$ cat src/hw/rtl/olar_pkg.sv
// Shared types and constants of the ordered list block.
// Used by the cell, the top level and the checker; depends on nothing.
package olar_pkg;

    localparam int DEPTH = 16;
    localparam int CNT_W = $clog2(DEPTH + 1);
    localparam int DATA_W = 32;

    localparam logic [CNT_W-1:0] FULL_CNT = CNT_W'(DEPTH);

    typedef enum logic [1:0] {
        FUNC_APPEND = 2'd0,
        FUNC_REMOVE = 2'd1,
        FUNC_DUMP   = 2'd2,
        FUNC_NONE   = 2'd3
    } func_t;

    typedef enum logic [1:0] {
        STAT_OK       = 2'd0,
        STAT_FULL     = 2'd1,
        STAT_NOTFOUND = 2'd2,
        STAT_EMPTY    = 2'd3
    } status_t;

    typedef enum logic [2:0] {
        CELL_HOLD,
        CELL_APPEND,
        CELL_MATCH,
        CELL_SHIFT,
        CELL_ROTATE
    } cell_op_t;

    typedef struct packed {
        cell_op_t                  op;
        logic signed [DATA_W-1:0] key;
    } cell_ctrl_t;

    typedef enum logic [2:0] {
        ST_IDLE  = 3'b001,
        ST_SHIFT = 3'b010,
        ST_DUMP  = 3'b100
    } state_t;

endpackage

$ cat src/hw/rtl/olar_cell.sv
// One cell of the list chain: an entry, its occupied flag and a match flag.
// Depends on olar_pkg.
module olar_cell (
    input  logic                              aclk,
    input  logic                              aresetn,
    input  olar_pkg::cell_ctrl_t              ctrl,
    input  logic                              left_occ,
    input  logic                              left_hit,
    input  logic                              right_occ,
    input  logic signed [olar_pkg::DATA_W-1:0] right_data,
    input  logic signed [olar_pkg::DATA_W-1:0] head_data,
    output logic signed [olar_pkg::DATA_W-1:0] data,
    output logic                              occ,
    output logic                              hit_out
);

    logic signed [olar_pkg::DATA_W-1:0] data_reg, data_next;
    logic                               occ_reg, occ_next;
    logic                               match_reg, match_next;

    // A removal shifts this cell once any cell at or before it matched.
    assign hit_out = left_hit | match_reg;

    always_comb begin
        data_next  = data_reg;
        occ_next   = occ_reg;
        match_next = match_reg;
        unique case (ctrl.op)
            olar_pkg::CELL_APPEND: begin
                if (!occ_reg && left_occ) begin
                    data_next = ctrl.key;
                    occ_next  = 1'b1;
                end
            end
            olar_pkg::CELL_MATCH: begin
                match_next = occ_reg && (data_reg == ctrl.key);
            end
            olar_pkg::CELL_SHIFT: begin
                if (hit_out) begin
                    data_next = right_data;
                    occ_next  = right_occ;
                end
            end
            olar_pkg::CELL_ROTATE: begin
                if (occ_reg) begin
                    data_next = right_occ ? right_data : head_data;
                end
            end
            default: begin
            end
        endcase
    end

    always_ff @(posedge aclk) begin
        if (!aresetn) begin
            occ_reg <= 1'b0;
        end else begin
            occ_reg <= occ_next;
        end
    end

    always_ff @(posedge aclk) begin
        data_reg  <= data_next;
        match_reg <= match_next;
    end

    assign data = data_reg;
    assign occ  = occ_reg;

endmodule

$ cat src/hw/rtl/ordered_list_append_remove.sv
// Ordered list of up to DEPTH signed 32-bit entries held in a chain of cells, one entry
// per cell, with the head in cell 0. Append stores the value in the first free cell and
// answers in the cycle after the word is taken. Remove compares, then shifts: every
// cell compares its entry with the value as the word is accepted, and in the next cycle
// the first matching cell and all cells behind it load from their right neighbor,
// closing the gap. Dump rotates the occupied cells one step per cycle while the output
// register is free and shows the head each time, so a list of n entries gives n result
// words and is back in its original order at the end; an empty list gives one word with
// status empty. The cell chain is the only resource, so one input word is worked on at a
// time, and a word is taken only while the block is idle and the output register is free
// or being emptied. Every result word passes through one output register, and the
// status, entry and last flag of a word stay put while m_valid waits for m_ready. Cell
// contents need no reset; only state, m_valid, occupied flags and entry count are cleared.
// Depends on olar_pkg and olar_cell.
module ordered_list_append_remove (
    input  logic                               aclk,
    input  logic                               aresetn,
    input  logic                               s_valid,
    output logic                               s_ready,
    input  logic [1:0]                         s_func,
    input  logic signed [olar_pkg::DATA_W-1:0] s_value,
    output logic                               m_valid,
    input  logic                               m_ready,
    output logic [1:0]                         m_status,
    output logic signed [olar_pkg::DATA_W-1:0] m_entry,
    output logic                               m_last
);

    olar_pkg::state_t                   state_reg, state_next;
    logic [olar_pkg::CNT_W-1:0]         count_reg, count_next;
    logic [olar_pkg::CNT_W-1:0]         dump_reg, dump_next;

    logic                               m_valid_reg, m_valid_next;
    logic [1:0]                         m_status_reg, m_status_next;
    logic signed [olar_pkg::DATA_W-1:0] m_entry_reg, m_entry_next;
    logic                               m_last_reg, m_last_next;

    olar_pkg::cell_ctrl_t               ctrl;

    logic signed [olar_pkg::DATA_W-1:0] data_w [olar_pkg::DEPTH];
    logic                               occ_w  [olar_pkg::DEPTH];
    logic                               hit_w  [olar_pkg::DEPTH];

    logic out_free;
    logic accept;

    // The output register can take a new word when it is empty or being read.
    assign out_free = !m_valid_reg || m_ready;
    assign s_ready  = (state_reg == olar_pkg::ST_IDLE) && out_free;
    assign accept   = s_valid && s_ready;

    // The cell chain: each cell looks at its left neighbor for the occupancy and
    // match-so-far flags, and at its right neighbor for the data it shifts in.
    for (genvar i = 0; i < olar_pkg::DEPTH; i++) begin : g_cell
        logic                               left_occ;
        logic                               left_hit;
        logic                               right_occ;
        logic signed [olar_pkg::DATA_W-1:0] right_data;

        if (i == 0) begin : g_head
            assign left_occ = 1'b1;
            assign left_hit = 1'b0;
        end else begin : g_body
            assign left_occ = occ_w[i-1];
            assign left_hit = hit_w[i-1];
        end

        if (i == olar_pkg::DEPTH - 1) begin : g_tail
            assign right_occ  = 1'b0;
            assign right_data = '0;
        end else begin : g_inner
            assign right_occ  = occ_w[i+1];
            assign right_data = data_w[i+1];
        end

        olar_cell u_cell (
            .aclk       (aclk),
            .aresetn    (aresetn),
            .ctrl       (ctrl),
            .left_occ   (left_occ),
            .left_hit   (left_hit),
            .right_occ  (right_occ),
            .right_data (right_data),
            .head_data  (data_w[0]),
            .data       (data_w[i]),
            .occ        (occ_w[i]),
            .hit_out    (hit_w[i])
        );
    end

    always_comb begin
        state_next    = state_reg;
        count_next    = count_reg;
        dump_next     = dump_reg;
        m_valid_next  = m_valid_reg && !m_ready;
        m_status_next = m_status_reg;
        m_entry_next  = m_entry_reg;
        m_last_next   = m_last_reg;
        ctrl.op       = olar_pkg::CELL_HOLD;
        ctrl.key      = s_value;

        unique case (state_reg)
            olar_pkg::ST_IDLE: begin
                if (accept) begin
                    // Most operations answer at once with a single word.
                    m_valid_next  = 1'b1;
                    m_status_next = olar_pkg::STAT_OK;
                    m_entry_next  = '0;
                    m_last_next   = 1'b1;
                    unique case (olar_pkg::func_t'(s_func))
                        olar_pkg::FUNC_APPEND: begin
                            if (count_reg == olar_pkg::FULL_CNT) begin
                                m_status_next = olar_pkg::STAT_FULL;
                            end else begin
                                ctrl.op    = olar_pkg::CELL_APPEND;
                                count_next = count_reg + 1'b1;
                            end
                        end
                        olar_pkg::FUNC_REMOVE: begin
                            if (count_reg == '0) begin
                                m_status_next = olar_pkg::STAT_EMPTY;
                            end else begin
                                // Compare now, answer after the shift.
                                ctrl.op      = olar_pkg::CELL_MATCH;
                                m_valid_next = 1'b0;
                                state_next   = olar_pkg::ST_SHIFT;
                            end
                        end
                        olar_pkg::FUNC_DUMP: begin
                            if (count_reg == '0) begin
                                m_status_next = olar_pkg::STAT_EMPTY;
                            end else begin
                                m_valid_next = 1'b0;
                                dump_next    = '0;
                                state_next   = olar_pkg::ST_DUMP;
                            end
                        end
                        olar_pkg::FUNC_NONE: begin
                        end
                        default: begin
                        end
                    endcase
                end
            end
            olar_pkg::ST_SHIFT: begin
                if (out_free) begin
                    ctrl.op       = olar_pkg::CELL_SHIFT;
                    m_valid_next  = 1'b1;
                    m_entry_next  = '0;
                    m_last_next   = 1'b1;
                    state_next    = olar_pkg::ST_IDLE;
                    // The tail cell's flag is set when any cell matched.
                    if (hit_w[olar_pkg::DEPTH-1]) begin
                        m_status_next = olar_pkg::STAT_OK;
                        count_next    = count_reg - 1'b1;
                    end else begin
                        m_status_next = olar_pkg::STAT_NOTFOUND;
                    end
                end
            end
            olar_pkg::ST_DUMP: begin
                if (out_free) begin
                    ctrl.op       = olar_pkg::CELL_ROTATE;
                    m_valid_next  = 1'b1;
                    m_status_next = olar_pkg::STAT_OK;
                    m_entry_next  = data_w[0];
                    m_last_next   = (dump_reg + 1'b1) == count_reg;
                    dump_next     = dump_reg + 1'b1;
                    if ((dump_reg + 1'b1) == count_reg) begin
                        state_next = olar_pkg::ST_IDLE;
                    end
                end
            end
            default: begin
                state_next = olar_pkg::ST_IDLE;
            end
        endcase
    end

    always_ff @(posedge aclk) begin
        if (!aresetn) begin
            state_reg   <= olar_pkg::ST_IDLE;
            count_reg   <= '0;
            m_valid_reg <= 1'b0;
        end else begin
            state_reg   <= state_next;
            count_reg   <= count_next;
            m_valid_reg <= m_valid_next;
        end
    end

    always_ff @(posedge aclk) begin
        dump_reg     <= dump_next;
        m_status_reg <= m_status_next;
        m_entry_reg  <= m_entry_next;
        m_last_reg   <= m_last_next;
    end

    assign m_valid  = m_valid_reg;
    assign m_status = m_status_reg;
    assign m_entry  = m_entry_reg;
    assign m_last   = m_last_reg;

endmodule

$ cat config.mk
export PLATFORM = sky130hd
export DESIGN_NAME = ordered_list_append_remove
export DESIGN_NICKNAME = d
export VERILOG_FILES = /design/src/hw/rtl/olar_pkg.sv /design/src/hw/rtl/olar_cell.sv /design/src/hw/rtl/ordered_list_append_remove.sv
export SDC_FILE = /design/constraint.sdc
export NUM_CORES = 1
export LEC_CHECK = 0
export ABC_AREA = 1
export BUFFER_PORTS_ARGS = -buffer_cell sky130_fd_sc_hd__buf_2
export CAP_MARGIN = 20
export CORE_MARGIN = 5
export CORE_UTILIZATION = 30
export CTS_CLUSTER_SIZE = 40
export DETAILED_ROUTE_END_ITERATION = 8
export PLACE_DENSITY = 0.45
export RECOVER_POWER = 50
export SLEW_MARGIN = 40
export SYNTH_ARGS = -nofsm -noshare
export SYNTH_HDL_FRONTEND = slang
export SYNTH_SLANG_ARGS = --single-unit
$ cat constraint.sdc
create_clock -name aclk -period 6.3 [get_ports aclk]
set_input_delay 1.89 -clock aclk [delete_from_list [all_inputs] [get_ports aclk]]
set_output_delay 1.89 -clock aclk [all_outputs]
set_load 0.02 [all_outputs]
* Yosys cells after proc, flatten, opt, wreduce, memory -nomap -nowiden
Cells that the tools add are included.
** Storage, ports and cells
- Word-level logic and storage cells :: 430
- Flip-flop bits (word level) :: 593
** Operators by class
- Add/subtract/negate cells :: 3
- Reductions and logical operators :: 97
- Eq/ne operators :: 87
- Bitwise gates (word level) :: 15
- Mux-type cells :: 173
** Operators by type and width (count)
- $mux 32 :: 66
- $pmux 32 s3 :: 17
- $eq 32x32->1 :: 16
- $ne 2x1->1 const B :: 50
- $reduce_and 4->1 :: 16
- $mux 5 :: 9
- $reduce_and 3->1 :: 15
- $mux 1 :: 40
- $logic_and 1x1->1 :: 34
- $pmux 1 s2 :: 17
- $mux 3 :: 7
- $pmux 5 s2 :: 2
- $pmux 3 s3 :: 2
- $logic_not 1->1 :: 17
- $mux 2 :: 8
- $or 1x1->1 :: 15
- $ne 2x2->1 const B :: 7
- $add 5x1->5 const B :: 2
- $reduce_and 5->1 :: 2
- $eq 3x2->1 const B :: 3
- $pmux 2 s2 :: 2
- $reduce_and 7->1 :: 1
- $eq 3x1->1 const B :: 2
- $eq 3x3->1 const B :: 2
- 18 further kinds :: 23

* Depth between registers and ports, before layout
- Depth in word-level cells :: 18
- Depth in mapped cells :: 13
- Depth with buffers taken out :: 13

* Modules after synthesis
A second synthesis with hierarchy kept.
** Second synthesis, totals
- Cell total of the unflattened synthesis :: 5690
- Area, all modules :: 42813.6 um2
** Modules (own cells, without submodules)
- olar_cell at g_cell[0].u_cell ... :: times used 15, area each 2522.4 um2, cells each 339, sequential area each 1011.0 um2
- olar_cell at g_cell[9].u_cell :: times used 1, area each 2549.9 um2, cells each 346, sequential area each 1011.0 um2
- ordered_list_append_remove :: times used 1, area each 2427.3 um2, cells each 259, sequential area each 1381.3 um2

* Worst setup path after synthesis
OpenSTA, ideal clock, no wires.
- Kind :: input port to flip-flop
- Start point :: input m_ready
- End point :: register g_cell[0].u_cell.data_reg (netlist bit g_cell[0].u_cell.data[0]), enable pin
- Arrival :: 5.403 ns
- Required time :: 5.830 ns
- Slack :: 0.427 ns
- Path buffers :: 2
- Stages on the path :: 9
- Path through :: nor2_4 > nor2_4 > nand2_4 > o21ai_1 > buf_4 > nand2_4 > clkbuf_1 > o22ai_1 > a211oi_1
** Between the ends
- Longest elaborated chain between the ends :: 8
- Elaborated cells on any way between the ends :: 16
- Those cells by class :: eq/ne: 7; mux: 4; reduce/logical: 5
** Ends and longest elaborated chain
- from (decl) :: line ordered_list_append_remove.sv:23 : input logic m_ready,
- $logic_or 1x1->1 * :: line ordered_list_append_remove.sv:48 : assign out_free = !m_valid_reg || m_ready;
- $logic_and 1x1->1 * :: line ordered_list_append_remove.sv:49 : assign s_ready = (state_reg == olar_pkg::ST_IDLE) && out_free;
- via s_ready :: line ordered_list_append_remove.sv:19 : output logic s_ready,
- $logic_and 1x1->1 * :: line ordered_list_append_remove.sv:50 : assign accept = s_valid && s_ready;
- $mux 2 * :: line ordered_list_append_remove.sv:104 : if (accept) begin
- $pmux 3 s3 * :: line ordered_list_append_remove.sv:102 : unique case (state_reg)
- $eq 3x3->1, or another cell as far along :: line olar_cell.sv:28 : unique case (ctrl.op)
- $ne 2x1->1 (no source line), or another cell as far along
- $reduce_and 5->1 (no source line) *
- to (signal assigned) :: line olar_cell.sv:63 : data_reg <= data_next;
- to (decl) :: line olar_cell.sv:17 : logic signed [olar_pkg::DATA_W-1:0] data_reg, data_next;
The timed path passes the listed nets; every way through them passes the cells marked *.
A chain may end at the register's enable or synchronous reset.

* Final worst setup path
- Start point :: input s_value[24] (netlist name)
- End point :: register g_cell[4].u_cell.match_reg, data pin
** Between the ends
- Longest elaborated chain between the ends :: 2
** Ends and longest elaborated chain
- from (decl) :: line ordered_list_append_remove.sv:21 : input logic signed [olar_pkg::DATA_W-1:0] s_value,
- $eq 32x32->1 :: line olar_cell.sv:36 : match_next = occ_reg && (data_reg == ctrl.key);
- $logic_and 1x1->1 :: line olar_cell.sv:36
- to (signal assigned) :: line olar_cell.sv:64 : match_reg <= match_next;
- to (decl) :: line olar_cell.sv:19 : logic match_reg, match_next;
No other way between the ends.

==> flow_summary.ini <==
[clock_network]
cts_resized = 0
numCtsBuffers = 76
clk_pin_slew_ps = 60
clock_path_buffers = 3
post-cts-setup-buffers = 0
cts_tree = done
insertion_delay_ps = 670
cts_hold_buf = 0
cts.sinks = 593
htreeDepth = 3
cts-root-buf = clkbuf_16

[grt]
grt_max_degree = 118
grt_use_total = 0.307
grt_pass1_wl_mm = 268
antenna_found_initial = 6
grt_pass1_vias = 30500
overflow = 0

[power_and_ir_drop]
comb_power_share = 0.227
pwr-share-seq = 0.420
powerDensity_mw_per_mm2 = 323
power_uw = 12600
switching_share = 0.355
switchingPower_uw = 4480
power_frac_clock = 0.353
leakagePower_uw = 0.0138
peakVddDrop_v = 0.000181
intPower_uw = 8140

[floorplan]
dieHeight_um = 353
core_mm2 = 0.117
die_area_mm2 = 0.124
initial_core_util = 0.302
rows = 125
die_w_um = 353
io_pins = 75

[route]
drtPass1Iterations = 6
drc = 0
wl_per_cell_um = 37.3
drtIter0Drc = 5755
dr_total_vias = 33900
vias_per_cell = 6.31
routed_wl_mm = 200
ant_nets = 0

[run_status]
violations = max-capacitance violations, max-slew violations
outcome = finished, violations left

[synthesis]
synth_top_family_by_area = compound AO/OA/AOI/OAI gates
synth_cell_type_count = 56
synthAdderAreaFrac = 0.00341
synth_seq_cells = 593
synthTopCellsByCount = nand2_1, edfxtp_1, inv_1
ys_warn_count = 0
yosysTopAreaCellShare = 0.484
netlist_area_mm2 = 0.0352
ys_seq_area_frac = 0.498
netlist_instances = 3779
synth.mux.area_fraction = 0
synth_compound_area_frac = 0.215
synth-edff-count = 568
synth.most_common_cell = nand2_1
synth-xor-area-share = 0.0333
synth_ff_type = edfxtp_1
yosys-top-cells-area = edfxtp_1, nand2_1, inv_1
postSynthAreaPerCell_um2 = 9.33
async_flop_share = 0
yosys.area_share.simple = 0.151
synthesis.nets = 3826
yosys.area.top_type = edfxtp_1

[placed_design]
globalplace.congestion = 1.03
hpwl_mm = 147
port_buffers = 74
dp_slack_ps = 1470

[setup_path]
rrSetupSlack_ps = 1790
crit_slowest_cell = clkbuf_1
cp_cell_sequence = clkbuf_1 -> inv_1 -> clkbuf_1 -> o22ai_1 -> nor4_1 -> and2_0 -> nand4_1 -> nor2_1
cp_data_required_time_ps = 6680
critical_path_arrival_ps = 5760
crit_path_start_kind = input port
cp_top_family = buffers and inverters
worstPathBufferInverterCount = 3
cp_slowest_stage_delay_ps = 1430
cpMostUsedCell = clkbuf_1
path_class = input port to flop
endpoint_kind = flop
path_max_fanout = 17

[timing]
fin_skew_ps = 31.8
maxSlewViolCount = 195
setup_ws_ps = 925
slew_headroom = -0.552
post-route-min-period_ps = 5380
rsz0062_at_grt = no
worst_pin_slew_ps = 2320
setup_violations = 0
tns_ps = 0
fmax_ghz = 0.186
fin_crit_sh = 0.853
hold_viol_final = 0

[cells_and_area]
largest_reg_flops = 512
area_delta_synth_final_pct = 10.9
nNetsFinal = 3829
drive_gt1_frac = 0.0901
fill_cells = 12200

[run]
maxCapViolCount = 9

[hold_path]
worst_hold_path_type = flop to flop
-- worst paths after layout --
path	end	cells past startpoint	start
hold reg to reg	state_reg[0]	2	state_reg[0]
hold / removal	state_reg[0]	2	state_reg[0]
setup reg to reg	m_entry[24]	10	state_reg[2]
setup / recovery	g_cell[4].u_cell.match_reg	8	s_value[24]
-- worst register-to-register path: stages (launching register included) --
cell and delay [ps]:
dfxtp_1 290, inv_1 140, nor3_1 100, inv_1 150
clkbuf_1 1360, nor2_1 70, inv_1 130, nand2_1 80
a21oi_1 750, clkbuf_1 760, buf_4 370
-- logic make-up after synthesis --
family | count (synthesis)
compound gates | 1080
xor+xnor | 134
fa+ha+maj | 9
buf+inv | 807
flops | 593
simple gates | 1156
-- metal layers --
| metal | share of wire | track usage |
|---|---|---|
| met4 | 0.057 | 0.136 |
| met5 | 0.00019 | 0 |
| met2 | 0.42 | 0.452 |
| met1 | 0.39 | 0.409 |
| met3 | 0.13 | 0.102 |
-- through the flow --
stage | cells | hold WS [ps] | util | instance area (um2)
5_1_grt | 5366 | 577 | 0.335 | 39100
2_1_floorplan | 3779 | 475 | - | 35200
3_3_place_gp | 5222 | 538 | 0.320 | 37200
3_5_place_dp | 5227 | 538 | 0.320 | 37300
6_report | 5370 | 534 | 0.335 | 39100
4_1_cts | 5365 | 547 | 0.341 | 39700
-- cell type report --
| type | count | area [um2] | share of cell area |
|---|---|---|---|
| well taps | 1524 | 1910 | 0.0488 |
| multi-input cells | 2379 | 13900 | 0.355 |
| diodes | 4 | 10.0 | 0.000256 |
| inverters | 518 | 1950 | 0.0498 |
| repair buffers | 214 | 1370 | 0.0351 |
| clock buffers | 108 | 2140 | 0.0546 |
| clock inverters | 30 | 265 | 0.00679 |
| flip-flops and latches | 593 | 17600 | 0.450 |
-- cell usage in the layout, fill, tap and decap left out, types with 73 or more instances in the layout --
| cell type | netlist | routed |
|---|---|---|
| xnor2_1 | 76 | 73 |
| o22ai_1 | 275 | 274 |
| inv_1 | 493 | 490 |
| buf_4 | 10 | 118 |
| o21ai_0 | 241 | 250 |
| a21oi_1 | 69 | 74 |
| o221ai_1 | 204 | 215 |
| nand2_1 | 680 | 707 |
| edfxtp_1 | 568 | 568 |
| clkbuf_16 | 0 | 79 |
| nor2_1 | 180 | 181 |
| nand3_1 | 145 | 145 |
| clkbuf_1 | 150 | 78 |
| o211ai_1 | 133 | 134 |
-- power groups by stage --
stage          sequential, uW  combinational [uW]  clock [uW]
2_1_floorplan            5350                1500           0
3_3_place_gp             5360                2820           0
3_5_place_dp             5350                2850           0
4_1_cts                  5280                2860        4480
5_1_grt                  5330                2970        4630
6_report                 5310                2860        4450
Power figures use the tool's default switching activity.
